`src/hdl/wrs_pkg.sv`:
```
`timescale 1ns / 1ps

package wrs_pkg;

  // Field and register widths.
  localparam int MAX_VARIANTS = 6;
  localparam int RAND_W       = 32;
  localparam int COUNT_W      = 3;
  localparam int WEIGHT_W     = 16;
  localparam int CFG_INDEX_W  = 3;
  localparam int CFG_DATA_W   = 16;
  localparam int STATUS_W     = 2;

  // The remainder pipeline retires this many dividend bits per stage.
  localparam int STEP_BITS  = 4;
  localparam int DIV_STAGES = RAND_W / STEP_BITS;

  localparam logic [COUNT_W-1:0]  RESET_COUNT       = COUNT_W'(1);
  localparam logic [WEIGHT_W-1:0] RESET_WEIGHT_ZERO = WEIGHT_W'(1);

  typedef enum logic [CFG_INDEX_W-1:0] {
    REG_WEIGHT_COUNT = 3'd0,
    REG_WEIGHT_ZERO  = 3'd1,
    REG_WEIGHT_ONE   = 3'd2,
    REG_WEIGHT_TWO   = 3'd3,
    REG_WEIGHT_THREE = 3'd4,
    REG_WEIGHT_FOUR  = 3'd5,
    REG_WEIGHT_FIVE  = 3'd6
  } reg_index_t;

  typedef enum logic [STATUS_W-1:0] {
    STATUS_OK       = 2'd0,
    STATUS_MISMATCH = 2'd1,
    STATUS_ZERO_SUM = 2'd2
  } status_t;

endpackage

```
`src/hdl/wrs_req_if.sv`:
```
`timescale 1ns / 1ps

interface wrs_req_if;
  logic                             valid;
  logic                             ready;
  logic [wrs_pkg::RAND_W-1:0]       random_value;
  logic [wrs_pkg::COUNT_W-1:0]      offered_count;

  modport source (output valid, output random_value, output offered_count, input ready);
  modport sink   (input valid, input random_value, input offered_count, output ready);
endinterface

```
`src/hdl/wrs_rsp_if.sv`:
```
`timescale 1ns / 1ps

interface wrs_rsp_if;
  logic                             valid;
  logic                             ready;
  logic [wrs_pkg::COUNT_W-1:0]      chosen_index;
  logic [wrs_pkg::STATUS_W-1:0]     status;

  modport source (output valid, output chosen_index, output status, input ready);
  modport sink   (input valid, input chosen_index, input status, output ready);
endinterface

```
`src/hdl/wrs_cfg.sv`:
```
`timescale 1ns / 1ps

module wrs_cfg #(
  parameter int MAX_VARIANTS = wrs_pkg::MAX_VARIANTS,
  parameter int SUM_W        = wrs_pkg::WEIGHT_W,
  parameter int LEVELS       = 0
) (
  input  logic                                   clk,
  input  logic                                   rst,
  input  logic                                   cfg_write,
  input  logic [wrs_pkg::CFG_INDEX_W-1:0]        cfg_index,
  input  logic [wrs_pkg::CFG_DATA_W-1:0]         cfg_data,
  output logic [wrs_pkg::COUNT_W-1:0]            count,
  output logic [SUM_W-1:0]                       sum,
  output logic [MAX_VARIANTS-1:0][SUM_W-1:0]     cum
);

  localparam int CW = wrs_pkg::COUNT_W;
  localparam int IW = wrs_pkg::CFG_INDEX_W;

  logic [CW-1:0] weight_count;

  // Level 0 holds the weight registers themselves; each further level is one
  // step of a log-depth prefix sum, so the last level holds running totals.
  logic [MAX_VARIANTS-1:0][SUM_W-1:0] pfx [LEVELS+1];
  logic [SUM_W-1:0]                   sum_next;

  always_ff @(posedge clk) begin
    if (rst) begin
      weight_count <= wrs_pkg::RESET_COUNT;
      for (int i = 0; i < MAX_VARIANTS; i++) begin
        pfx[0][i] <= (i == 0) ? SUM_W'(wrs_pkg::RESET_WEIGHT_ZERO) : '0;
      end
    end else if (cfg_write) begin
      if (cfg_index == wrs_pkg::REG_WEIGHT_COUNT) begin
        weight_count <= cfg_data[CW-1:0];
      end
      for (int i = 0; i < MAX_VARIANTS; i++) begin
        if (cfg_index == IW'(wrs_pkg::REG_WEIGHT_ZERO + i)) begin
          pfx[0][i] <= SUM_W'(cfg_data[wrs_pkg::WEIGHT_W-1:0]);
        end
      end
    end
    for (int j = 0; j < LEVELS; j++) begin
      for (int i = 0; i < MAX_VARIANTS; i++) begin
        if (i >= (1 << j)) begin
          pfx[j+1][i] <= pfx[j][i] + pfx[j][i - (1 << j)];
        end else begin
          pfx[j+1][i] <= pfx[j][i];
        end
      end
    end
  end

  assign count = (weight_count > CW'(MAX_VARIANTS)) ? CW'(MAX_VARIANTS) : weight_count;
  assign cum   = pfx[LEVELS];

  // The total is the running sum at the last counted variant.
  always_comb begin
    sum_next = '0;
    for (int i = 0; i < MAX_VARIANTS; i++) begin
      if (count == CW'(i + 1)) begin
        sum_next = cum[i];
      end
    end
  end

  always_ff @(posedge clk) begin
    sum <= sum_next;
  end

endmodule

```
`src/hdl/wrs_mod.sv`:
```
`timescale 1ns / 1ps

module wrs_mod #(
  parameter int SUM_W      = wrs_pkg::WEIGHT_W,
  parameter int PRE_STAGES = 1
) (
  input  logic                              clk,
  input  logic                              rst,
  input  logic                              in_valid,
  output logic                              in_ready,
  input  logic [wrs_pkg::RAND_W-1:0]        in_value,
  input  logic [wrs_pkg::COUNT_W-1:0]       in_tag,
  input  logic [SUM_W-1:0]                  divisor,
  output logic                              out_valid,
  input  logic                              out_ready,
  output logic [SUM_W-1:0]                  out_rem,
  output logic [wrs_pkg::COUNT_W-1:0]       out_tag
);

  localparam int RW  = wrs_pkg::RAND_W;
  localparam int SB  = wrs_pkg::STEP_BITS;
  localparam int NST = 1 + PRE_STAGES + wrs_pkg::DIV_STAGES;

  logic                          vld [NST];
  logic                          rdy [NST+1];
  logic [SUM_W-1:0]              rem [NST];
  logic [RW-1:0]                 dvd [NST];
  logic [wrs_pkg::COUNT_W-1:0]   tag [NST];

  // Restoring remainder over SB dividend bits, most significant first.
  function automatic logic [SUM_W-1:0] rem_step(input logic [SUM_W-1:0] r_in,
                                                input logic [SB-1:0]    bits,
                                                input logic [SUM_W-1:0] dvs);
    logic [SUM_W:0]   t;
    logic [SUM_W-1:0] r;
    r = r_in;
    for (int b = SB - 1; b >= 0; b--) begin
      t = {r, bits[b]};
      if (t >= {1'b0, dvs}) begin
        t = t - {1'b0, dvs};
      end
      r = t[SUM_W-1:0];
    end
    return r;
  endfunction

  assign rdy[NST] = out_ready;

  for (genvar k = 0; k < NST; k++) begin : g_stage
    assign rdy[k] = !vld[k] || rdy[k+1];

    if (k == 0) begin : g_head
      always_ff @(posedge clk) begin
        if (rst) begin
          vld[k] <= 1'b0;
        end else if (rdy[k]) begin
          vld[k] <= in_valid;
        end
        if (rdy[k] && in_valid) begin
          rem[k] <= '0;
          dvd[k] <= in_value;
          tag[k] <= in_tag;
        end
      end
    end else begin : g_body
      always_ff @(posedge clk) begin
        if (rst) begin
          vld[k] <= 1'b0;
        end else if (rdy[k]) begin
          vld[k] <= vld[k-1];
        end
      end

      if (k <= PRE_STAGES) begin : g_align
        always_ff @(posedge clk) begin
          if (rdy[k] && vld[k-1]) begin
            rem[k] <= rem[k-1];
            dvd[k] <= dvd[k-1];
            tag[k] <= tag[k-1];
          end
        end
      end else begin : g_div
        always_ff @(posedge clk) begin
          if (rdy[k] && vld[k-1]) begin
            rem[k] <= rem_step(rem[k-1], dvd[k-1][RW-1 -: SB], divisor);
            dvd[k] <= {dvd[k-1][RW-SB-1:0], SB'(0)};
            tag[k] <= tag[k-1];
          end
        end
      end
    end
  end

  assign in_ready  = rdy[0];
  assign out_valid = vld[NST-1];
  assign out_rem   = rem[NST-1];
  assign out_tag   = tag[NST-1];

endmodule

```
`src/hdl/wrs_pick.sv`:
```
`timescale 1ns / 1ps

module wrs_pick #(
  parameter int MAX_VARIANTS = wrs_pkg::MAX_VARIANTS,
  parameter int SUM_W        = wrs_pkg::WEIGHT_W
) (
  input  logic                                  clk,
  input  logic                                  rst,
  input  logic                                  in_valid,
  output logic                                  in_ready,
  input  logic [SUM_W-1:0]                      sample,
  input  logic [wrs_pkg::COUNT_W-1:0]           offered,
  input  logic [wrs_pkg::COUNT_W-1:0]           count,
  input  logic [SUM_W-1:0]                      sum,
  input  logic [MAX_VARIANTS-1:0][SUM_W-1:0]    cum,
  wrs_rsp_if.source                             rsp
);

  localparam int CW = wrs_pkg::COUNT_W;

  logic [MAX_VARIANTS-1:0] hit;
  logic [CW-1:0]           pick;
  logic [CW-1:0]           chosen_next;
  wrs_pkg::status_t        status_next;

  // The first variant whose running total passes the sample wins.
  always_comb begin
    for (int i = 0; i < MAX_VARIANTS; i++) begin
      hit[i] = (CW'(i) < count) && (sample < cum[i]);
    end
    pick = '0;
    for (int i = MAX_VARIANTS - 1; i >= 0; i--) begin
      if (hit[i]) begin
        pick = CW'(i);
      end
    end
  end

  // A zero total is a set-up fault and outranks a count mismatch.
  always_comb begin
    priority if (sum == '0) begin
      status_next = wrs_pkg::STATUS_ZERO_SUM;
      chosen_next = '0;
    end else if (offered != count) begin
      status_next = wrs_pkg::STATUS_MISMATCH;
      chosen_next = '0;
    end else begin
      status_next = wrs_pkg::STATUS_OK;
      chosen_next = pick;
    end
  end

  assign in_ready = !rsp.valid || rsp.ready;

  always_ff @(posedge clk) begin
    if (rst) begin
      rsp.valid <= 1'b0;
    end else if (in_ready) begin
      rsp.valid <= in_valid;
    end
    if (in_ready && in_valid) begin
      rsp.chosen_index <= chosen_next;
      rsp.status       <= status_next;
    end
  end

endmodule

```
`src/hdl/weighted_random_selector_unit.sv`:
```
`timescale 1ns / 1ps

// Channel   Direction  Transfer when          Payload
// req       in         req.valid & req.ready  random_value[31:0], offered_count[2:0]
// rsp       out        rsp.valid & rsp.ready  chosen_index[2:0], status[1:0]
// cfg       in         cfg_write              cfg_index[2:0], cfg_data[15:0]
//
// One request transfer is taken per cycle while no stall backs up the pipeline;
// each gives one response transfer. A request passes through the input register,
// the alignment stages that cover the weight prefix-sum registers, the
// eight-stage remainder pipeline, four dividend bits per stage, and the
// response output register.
// Reset is synchronous: it empties the pipeline and loads the reset weights.
// A full stage holds while its successor cannot accept, so a stall drops nothing
// and bubbles close up; while a response waits, requests fill the empty stages.

module weighted_random_selector_unit #(
  parameter int MAX_VARIANTS = wrs_pkg::MAX_VARIANTS
) (
  input  logic                              clk,
  input  logic                              rst,
  input  logic                              cfg_write,
  input  logic [wrs_pkg::CFG_INDEX_W-1:0]   cfg_index,
  input  logic [wrs_pkg::CFG_DATA_W-1:0]    cfg_data,
  wrs_req_if.sink                           req,
  wrs_rsp_if.source                         rsp
);

  // Running totals of up to MAX_VARIANTS 16-bit weights.
  localparam int SUM_W  = wrs_pkg::WEIGHT_W + $clog2(MAX_VARIANTS);
  // Register levels in the weight prefix-sum tree.
  localparam int LEVELS = $clog2(MAX_VARIANTS);
  // The total reaches its register in the cycle after the last prefix level.
  // Requests pass through alignment stages that cover the prefix levels and that
  // register before the first remainder step reads it, so a request that follows a
  // register write right away sees the new weights. The same holds for the cycles just after reset.
  localparam int PRE_STAGES = LEVELS + 1;

  logic [wrs_pkg::COUNT_W-1:0]         count;
  logic [SUM_W-1:0]                    sum;
  logic [MAX_VARIANTS-1:0][SUM_W-1:0]  cum;

  logic                                mod_valid;
  logic                                mod_ready;
  logic [SUM_W-1:0]                    mod_rem;
  logic [wrs_pkg::COUNT_W-1:0]         mod_tag;

  // Configuration registers and the derived running totals.
  wrs_cfg #(
    .MAX_VARIANTS (MAX_VARIANTS),
    .SUM_W        (SUM_W),
    .LEVELS       (LEVELS)
  ) u_cfg (
    .clk       (clk),
    .rst       (rst),
    .cfg_write (cfg_write),
    .cfg_index (cfg_index),
    .cfg_data  (cfg_data),
    .count     (count),
    .sum       (sum),
    .cum       (cum)
  );

  // Reduces the random word modulo the weight total. The offered count rides
  // along as a tag so the status can be decided at the end.
  wrs_mod #(
    .SUM_W      (SUM_W),
    .PRE_STAGES (PRE_STAGES)
  ) u_mod (
    .clk       (clk),
    .rst       (rst),
    .in_valid  (req.valid),
    .in_ready  (req.ready),
    .in_value  (req.random_value),
    .in_tag    (req.offered_count),
    .divisor   (sum),
    .out_valid (mod_valid),
    .out_ready (mod_ready),
    .out_rem   (mod_rem),
    .out_tag   (mod_tag)
  );

  // Compares the sample against the running totals, settles the status and
  // holds the response in the output register.
  wrs_pick #(
    .MAX_VARIANTS (MAX_VARIANTS),
    .SUM_W        (SUM_W)
  ) u_pick (
    .clk      (clk),
    .rst      (rst),
    .in_valid (mod_valid),
    .in_ready (mod_ready),
    .sample   (mod_rem),
    .offered  (mod_tag),
    .count    (count),
    .sum      (sum),
    .cum      (cum),
    .rsp      (rsp)
  );

endmodule

```
`src/flat_wrapper.sv`:
```
// flat-port wrapper written by rule: the top's interface ports become plain ports
module weighted_random_selector_unit_flat 
#(
  parameter int MAX_VARIANTS = wrs_pkg::MAX_VARIANTS
)
  (clk, rst, cfg_write, cfg_index, cfg_data, req_valid, req_random_value, req_offered_count, req_ready, rsp_valid, rsp_chosen_index, rsp_status, rsp_ready);
  wrs_req_if req_i ();
  wrs_rsp_if rsp_i ();
  input  logic clk;
  input  logic rst;
  input  logic cfg_write;
  input  logic [wrs_pkg::CFG_INDEX_W-1:0] cfg_index;
  input  logic [wrs_pkg::CFG_DATA_W-1:0] cfg_data;
  input wire logic [$bits(req_i.valid)-1:0] req_valid;
  input wire logic [$bits(req_i.random_value)-1:0] req_random_value;
  input wire logic [$bits(req_i.offered_count)-1:0] req_offered_count;
  output wire logic [$bits(req_i.ready)-1:0] req_ready;
  output wire logic [$bits(rsp_i.valid)-1:0] rsp_valid;
  output wire logic [$bits(rsp_i.chosen_index)-1:0] rsp_chosen_index;
  output wire logic [$bits(rsp_i.status)-1:0] rsp_status;
  input wire logic [$bits(rsp_i.ready)-1:0] rsp_ready;
  assign req_i.valid = req_valid;
  assign req_i.random_value = req_random_value;
  assign req_i.offered_count = req_offered_count;
  assign req_ready = req_i.ready;
  assign rsp_valid = rsp_i.valid;
  assign rsp_chosen_index = rsp_i.chosen_index;
  assign rsp_status = rsp_i.status;
  assign rsp_i.ready = rsp_ready;
  weighted_random_selector_unit #(.MAX_VARIANTS(MAX_VARIANTS)) u_core (.clk(clk), .rst(rst), .cfg_write(cfg_write), .cfg_index(cfg_index), .cfg_data(cfg_data), .req(req_i), .rsp(rsp_i));
endmodule
```
`config.mk`:
```
export PLATFORM = sky130hd
export DESIGN_NAME = weighted_random_selector_unit_flat
export DESIGN_NICKNAME = d
export VERILOG_FILES = /design/src/hdl/wrs_pkg.sv /design/src/hdl/wrs_req_if.sv /design/src/hdl/wrs_rsp_if.sv /design/src/hdl/wrs_cfg.sv /design/src/hdl/wrs_mod.sv /design/src/hdl/wrs_pick.sv /design/src/hdl/weighted_random_selector_unit.sv /design/src/flat_wrapper.sv
export SDC_FILE = /design/constraint.sdc
export NUM_CORES = 2
export LEC_CHECK = 0
export ABC_CLOCK_PERIOD_IN_PS = 15000
export BUFFER_PORTS_ARGS = -buffer_cell sky130_fd_sc_hd__buf_2
export CAP_MARGIN = 20
export CORE_ASPECT_RATIO = 0.5
export CORE_MARGIN = 5
export CORE_UTILIZATION = 40
export CTS_CLUSTER_DIAMETER = 100
export DETAILED_ROUTE_END_ITERATION = 10
export HOLD_SLACK_MARGIN = 0.05
export PLACE_DENSITY = 0.56
export SYNTH_ARGS = -nofsm -noshare
export SYNTH_HDL_FRONTEND = slang
export SYNTH_HIERARCHICAL = 1
export SYNTH_SLANG_ARGS = --single-unit
```
`constraint.sdc`:
```
create_clock -name clk -period 15 [get_ports clk]
set_input_delay 0.75 -clock clk [delete_from_list [all_inputs] [get_ports clk]]
set_output_delay 0.75 -clock clk [all_outputs]
set_load 0.02 [all_outputs]
```
=== After elaboration in Yosys (flattened, before gate mapping) ===
Memories as Yosys holds them, arrays and structs flattened.
Index checks and enable logic that the tools add are counted.

* Add/subtract/negate cells: 43
* Magnitude comparators: 45
* Eq/ne operators: 13
* Mux-type cells: 187
* Bitwise operators: 19
* Reduce and logical (&&, ||, !) cells: 54

{| class="wikitable"
|+ Operator list
! operator !! number
|-
| two-way mux 19 bit || 76
|-
| greater-or-equal comparator 20 x 19 -> 1 bit || 32
|-
| subtractor 19 bit || 32
|-
| adder 19 bit || 11
|-
| < comparator 19 bit || 6
|-
| two-way mux 1 bit || 106
|-
| logical AND 1 bit || 20
|-
| zero test 19 bit || 1
|-
| bitwise OR 1 bit || 19
|-
| == test 3 bit, second input constant || 6
|-
| zero test 1 bit || 14
|-
| logical OR 1 bit || 14
|-
| == test 3 x 2 -> 1 bit, second input constant || 4
|-
| two-way mux 3 bit || 3
|-
| == test 3 x 1 -> 1 bit, second input constant || 2
|-
| < comparator 1 x 3 -> 1 bit, first input constant || 2
|-
| < comparator 2 x 3 -> 1 bit, first input constant || 2
|-
| < comparator 3 bit, first input constant || 2
|-
| OR reduction 6 bit || 1
|-
| two-way mux 2 bit || 2
|-
| OR reduction 4 bit || 1
|-
| > comparator 3 bit, second input constant || 1
|-
| zero test 3 bit || 1
|-
| != test 3 bit || 1
|-
| other kinds (2) || 2
|}

* Flip-flop bits (word level): 28
* RAM bits: 1171
* Input bits: 59
* Word-level logic and storage cells: 373
* Memories kept: 5

{| class="wikitable"
|+ Memories
! memory !! depth !! bits a word !! read ports !! clocked after Yosys merged registers in !! write ports !! RTL line !! RTL
|-
| u_core.u_cfg.pfx || 4 || 114 || 4 || 0 || 4 || wrs_cfg.sv:25 || <nowiki>logic [MAX_VARIANTS-1:0][SUM_W-1:0] pfx [LEVELS+1];</nowiki>
|-
| u_core.u_mod.dvd || 13 || 32 || 12 || 0 || 13 || wrs_mod.sv:27 || <nowiki>logic [RW-1:0] dvd [NST];</nowiki>
|-
| u_core.u_mod.rem || 13 || 19 || 13 || 0 || 13 || wrs_mod.sv:26 || <nowiki>logic [SUM_W-1:0] rem [NST];</nowiki>
|-
| u_core.u_mod.tag || 13 || 3 || 13 || 0 || 13 || wrs_mod.sv:28 || <nowiki>logic [wrs_pkg::COUNT_W-1:0] tag [NST];</nowiki>
|-
| u_core.u_mod.vld || 13 || 1 || 13 || 0 || 13 || wrs_mod.sv:24 || <nowiki>logic vld [NST];</nowiki>
|}

=== Depth between registers and ports, before layout ===
* Word-level depth: 21
* Depth in mapped cells: 56
* Mapped depth without buffers: 50

=== Cells and area by module ===
The synthesis kept the hierarchy.

{| class="wikitable"
|+ Modules (own cells, without submodules)
! module !! times used !! cells an instance !! area each (um2)
|-
| wrs_mod || 1 || 5174 || 48082.4
|-
| wrs_cfg || 1 || 1680 || 18850.6
|-
| wrs_pick || 1 || 414 || 3110.5
|}

=== Worst setup path before layout ===
OpenSTA, ideal clock, no wires.

* Path kind: register -> register
* Start: reg u_core.u_cfg.sum[1]
* End: mem u_core/u_mod/rem[1][48] (netlist name) (data pin)
* Data arrival time: 12.997 ns
* Data required time: 14.740 ns
* Setup slack: 1.744 ns
* Stages on the path, launching flop included: 55
* Period minus slack after synthesis: 13.256 ns
* Cell sequence: dfxtp_1 > inv_1 > fa_1 > a211oi_1 > o21ai_0 > a211o_1 > nor3_1 > o21bai_1 > a41oi_1 > buf_2 > clkbuf_1 > nand2_1 > o21ai_0 > inv_1 > fa_1 > nor2b_1 > o21ai_0 > nand2b_1 > [19 not listed] > buf_2 > buf_2 > mux2i_1 > ha_1 > nor2b_1 > o21ai_0 > a21boi_0 > o21ai_0 > nand2b_1 > a31oi_1 > nor2_1 > o41a_1 > o211ai_1 > and3b_1 > mux2_2 > buf_2 > buf_2 > mux2_2

{| class="wikitable"
|+ RTL lines
! what !! RTL line !! RTL
|-
| start, declared || wrs_cfg.sv:14 || <nowiki>output logic [SUM_W-1:0] sum,</nowiki>
|-
| start signal, assigned || wrs_cfg.sv:69 || <nowiki>sum <= sum_next;</nowiki>
|-
| end, declared || wrs_mod.sv:26 ||
|}

==> summary.md <==
| Metric | Value |
|---|---|
| Largest area contributor in the netlist | edfxtp_1 |
| Hold-fix buffers, CTS | 0 |
| WL per Instance | 19.14 µm |
| CP arrival | 13590 ps |
| Chip width | 601.8 µm |
| Clock Latency Late Sink | 730 ps |
| Residual DRC | 0 |
| Initial antenna violation count | 5 |
| Ys flop type | edfxtp_1 |
| LEAKAGE | 31.83 nW |
| Worst Tran Pin Value | 1059 ps |
| Mapped cell area | 0.07004 mm² |
| Syn-to-layout area delta | 9.475% |
| Max Freq | 76.18 MHz |
| Max-Cap Viols | 0 |
| CTS Buf Count | 91 |
| #FFs+latches synth | 913 |
| Max IR drop VDD | 158.3 µV |
| Worst Setup End Kind | flop |
| FP Rows | 108 |
| Vias | 53430 |
| Grt ovf | 0 |
| IO Pins | 66 |
| Pins Over Slew Limit | 0 |
| Share of cells above drive strength 1 | 0.1020 |
| Core Area | 0.1738 mm² |
| Clock root buffer | clkbuf_16 |
| Die ar. | 0.1841 mm² |
| Crit share post-route | 0.8751 |
| Fin crit period | 13130 ps |
| Status | finished clean |
| Most common cell after layout, fill and taps aside | ha_1 |
| Initial DRC Count | 3189 |
| Slowest stage delay, CP | 750 ps |
| Clock tree buffer depth | 3 |
| Post-placement cell count | 9590 |
| Ys Warns | 6 |
| Number of synthesized flops with an enable pin | 577 |
| Largest net degree at the start of global routing | 52 |
| Detail Route Antenna Nets | 0 |
| Initial Utilization | 0.4031 |
| Mean Syn Cell Area | 9.637 µm² |
| Hold Path Stages | 1 |
| Setup Skew | 84.51 ps |
| Kind of critical path | flop to flop |
| Setup TNS | 0 ps |
| Netlist cell types | 118 |
| Routed WL | 186.9 mm |
| Tot GR Track Use | 0.1961 |
| Sequential share of the synthesized area | 0.3434 |
| Slowest-stage cell, CP | mux2i_4 |
| Layout Cells excl Fill | 9765 |
| Power Dens Cells | 243.5 mW/mm² |
| Buffers on Ports | 65 |
| Post-DR vias/cell | 5.471 |
| Fin. Hold Viols | 0 |
| Post-CTS resize count | 0 |
| Cells after Synth | 7268 |
| Final setup vio count | 0 |
| Worst-path clk slew | 70 ps |
| R2R cell count | 46 |
| Gpl congestion | 0.8988 |
| First-pass DRT Iterations | 7 |
| Most frequent cells in the layout | ha_1 (879), a21oi_1 (624), edfxtp_1 (577), nor2_1 (447), nand2_1 (447) |
| RSZ-0062 raised after global routing | no |
| Top cells by area, synth | edfxtp_1 (25%), ha_1 (16%), dfxtp_1 (9.6%) |
| Yosys top cell area share | 0.2474 |
| Most used cell, CP | a21oi_1 |
| Placed wire-length estimate | 146.5 mm |
| Vias in the first global route | 51450 |
| Die height | 305.9 µm |
| Startpoint types | flop |
| Critical Path RT | 15460 ps |
| Worst Hold Class | primary input to flop |
| First-pass GRT wire length | 290.3 mm |
| CTS tree | done |
| Max FO, Critical Path | 28 |
| Setup Buffers After CTS | 0 |
| Nets@finish | 8355 |
| Relative slew margins | 0.2901 |
| Clock sink count | 913 |
| CTS H-tree lvls | 3 |
| Fraction of registers with async set/reset | 0 |
-- cells in the mapped netlist, drive strengths merged (30+ instances only) --
library cell / n
buf: 63
nand4: 97
o31ai: 42
o21a: 95
or3: 42
a22oi: 33
ha: 879
o211ai: 44
a21boi: 42
xor2: 206
a31oi: 61
o21bai: 70
fa: 42
nor2: 447
xnor2: 398
mux2: 285
nor3: 133
a21o: 261
nand3: 100
nand2: 448
a211oi: 59
and3: 55
edfxtp: 577
clkbuf: 83
a21oi: 633
nor2b: 137
a221oi: 30
o21ai: 478
nand2b: 120
inv: 395
or2: 34
dfxtp: 336
mux2i: 70
and2: 134
-- final cells by class --
class / instances / area [µm²]
Fill cell: 16860 / 97100
Multi-Input combinational cell: 5819 / 43960
Sequential cell: 913 / 24060
Tap cell: 2310 / 2890
Clock buffer: 118 / 2606
Inverter: 396 / 1486
Timing Repair Buffer: 154 / 1013
Clock inverter: 54 / 665.6
Antenna cell: 1 / 2.502
-- per-stage QoR --
stage / worst slack (ps) / power, mW / utilization / hold slack (ps) / area (µm²)
detailed placement: 1953 / 16.10 / 0.4222 / 312.1 / 73370
CTS: 1915 / 18.71 / 0.4411 / 144.7 / 76650
floorplan: 1744 / 13.57 / - / 309.6 / 70070
global route: 1050 / 20.29 / 0.4412 / 158.2 / 76680
finish: 1874 / 18.67 / 0.4413 / 199.1 / 76680
global placement: 2270 / 16.09 / 0.4222 / 310.8 / 73360
-- flip-flops by register name, summed over array words and instances, names as in the netlist --
signal,cells
u_core/u_mod/rem,152
u_core/u_mod/vld,13
u_core/u_pick/rsp.chosen_index,3
u_core/u_pick/rsp.valid,1
u_core/u_pick/rsp.status,2
u_core/u_cfg/weight_count,3
u_core/u_cfg/pfx,409
u_core/u_mod/tag,39
u_core/u_cfg/sum,19
u_core/u_mod/dvd,272
-- worst max-delay path, delay by kind of cell (launching register included) --
family / cells / cell delay, ps
fa+ha+maj: 4 / 1430
compound gates: 27 / 6620
mux: 4 / 1870
flops: 1 / 530
buf+inv: 2 / 530
simple gates: 9 / 1830
-- layer usage --
layer / up-vias / wire length [µm] / global-route usage
met5: - / 13 / 0
met1: 25120 / 91110 / 0.2743
met2: 916 / 84890 / 0.3269
li1: 27160 / - / -
met3: 239 / 6266 / 0.02049
met4: 2 / 4607 / 0.04648
-- worst paths after layout --
| path | slack [ps] | start | end |
|---|---|---|---|
| min reg2reg | 310 | u_core/u_cfg/pfx[2][68] | u_core/u_cfg/pfx[3][68] |
| max | 1870 | u_core/u_cfg/sum[6] | u_core/u_mod/rem[0][141] |
| min | 200 | req_random_value[3] | u_core/u_mod/dvd[0][3] |
| max reg2reg | 1870 | u_core/u_cfg/sum[6] | u_core/u_mod/rem[0][141] |
-- cells by family (layout without fill, tap and decap cells) --
| family | Yosys count | in the layout | synth area share |
|---|---|---|---|
| AO/OA/AOI/OAI | 2083 | 2083 | 0.1921 |
| buffers and inverters | 542 | 722 | 0.03133 |
| adder cells (fa/ha/maj) | 921 | 921 | 0.1690 |
| other | 1 | 8 | 0.00005354 |
| flip-flops | 913 | 913 | 0.3434 |
| AND/OR/NAND/NOR | 1849 | 1849 | 0.1322 |
| XOR/XNOR | 604 | 604 | 0.07553 |
| multiplexers | 355 | 355 | 0.05638 |
-- power by group --
| part | switching, mW | leakage, nW | internal, mW |
|---|---|---|---|
| registers | 0.197 | 8.18 | 3.50 |
| logic | 6.78 | 22.1 | 5.74 |
| clock network | 1.08 | 1.60 | 1.38 |
| total | 8.05 | 31.8 | 10.6 |
(Power assumes the default switching activity.)
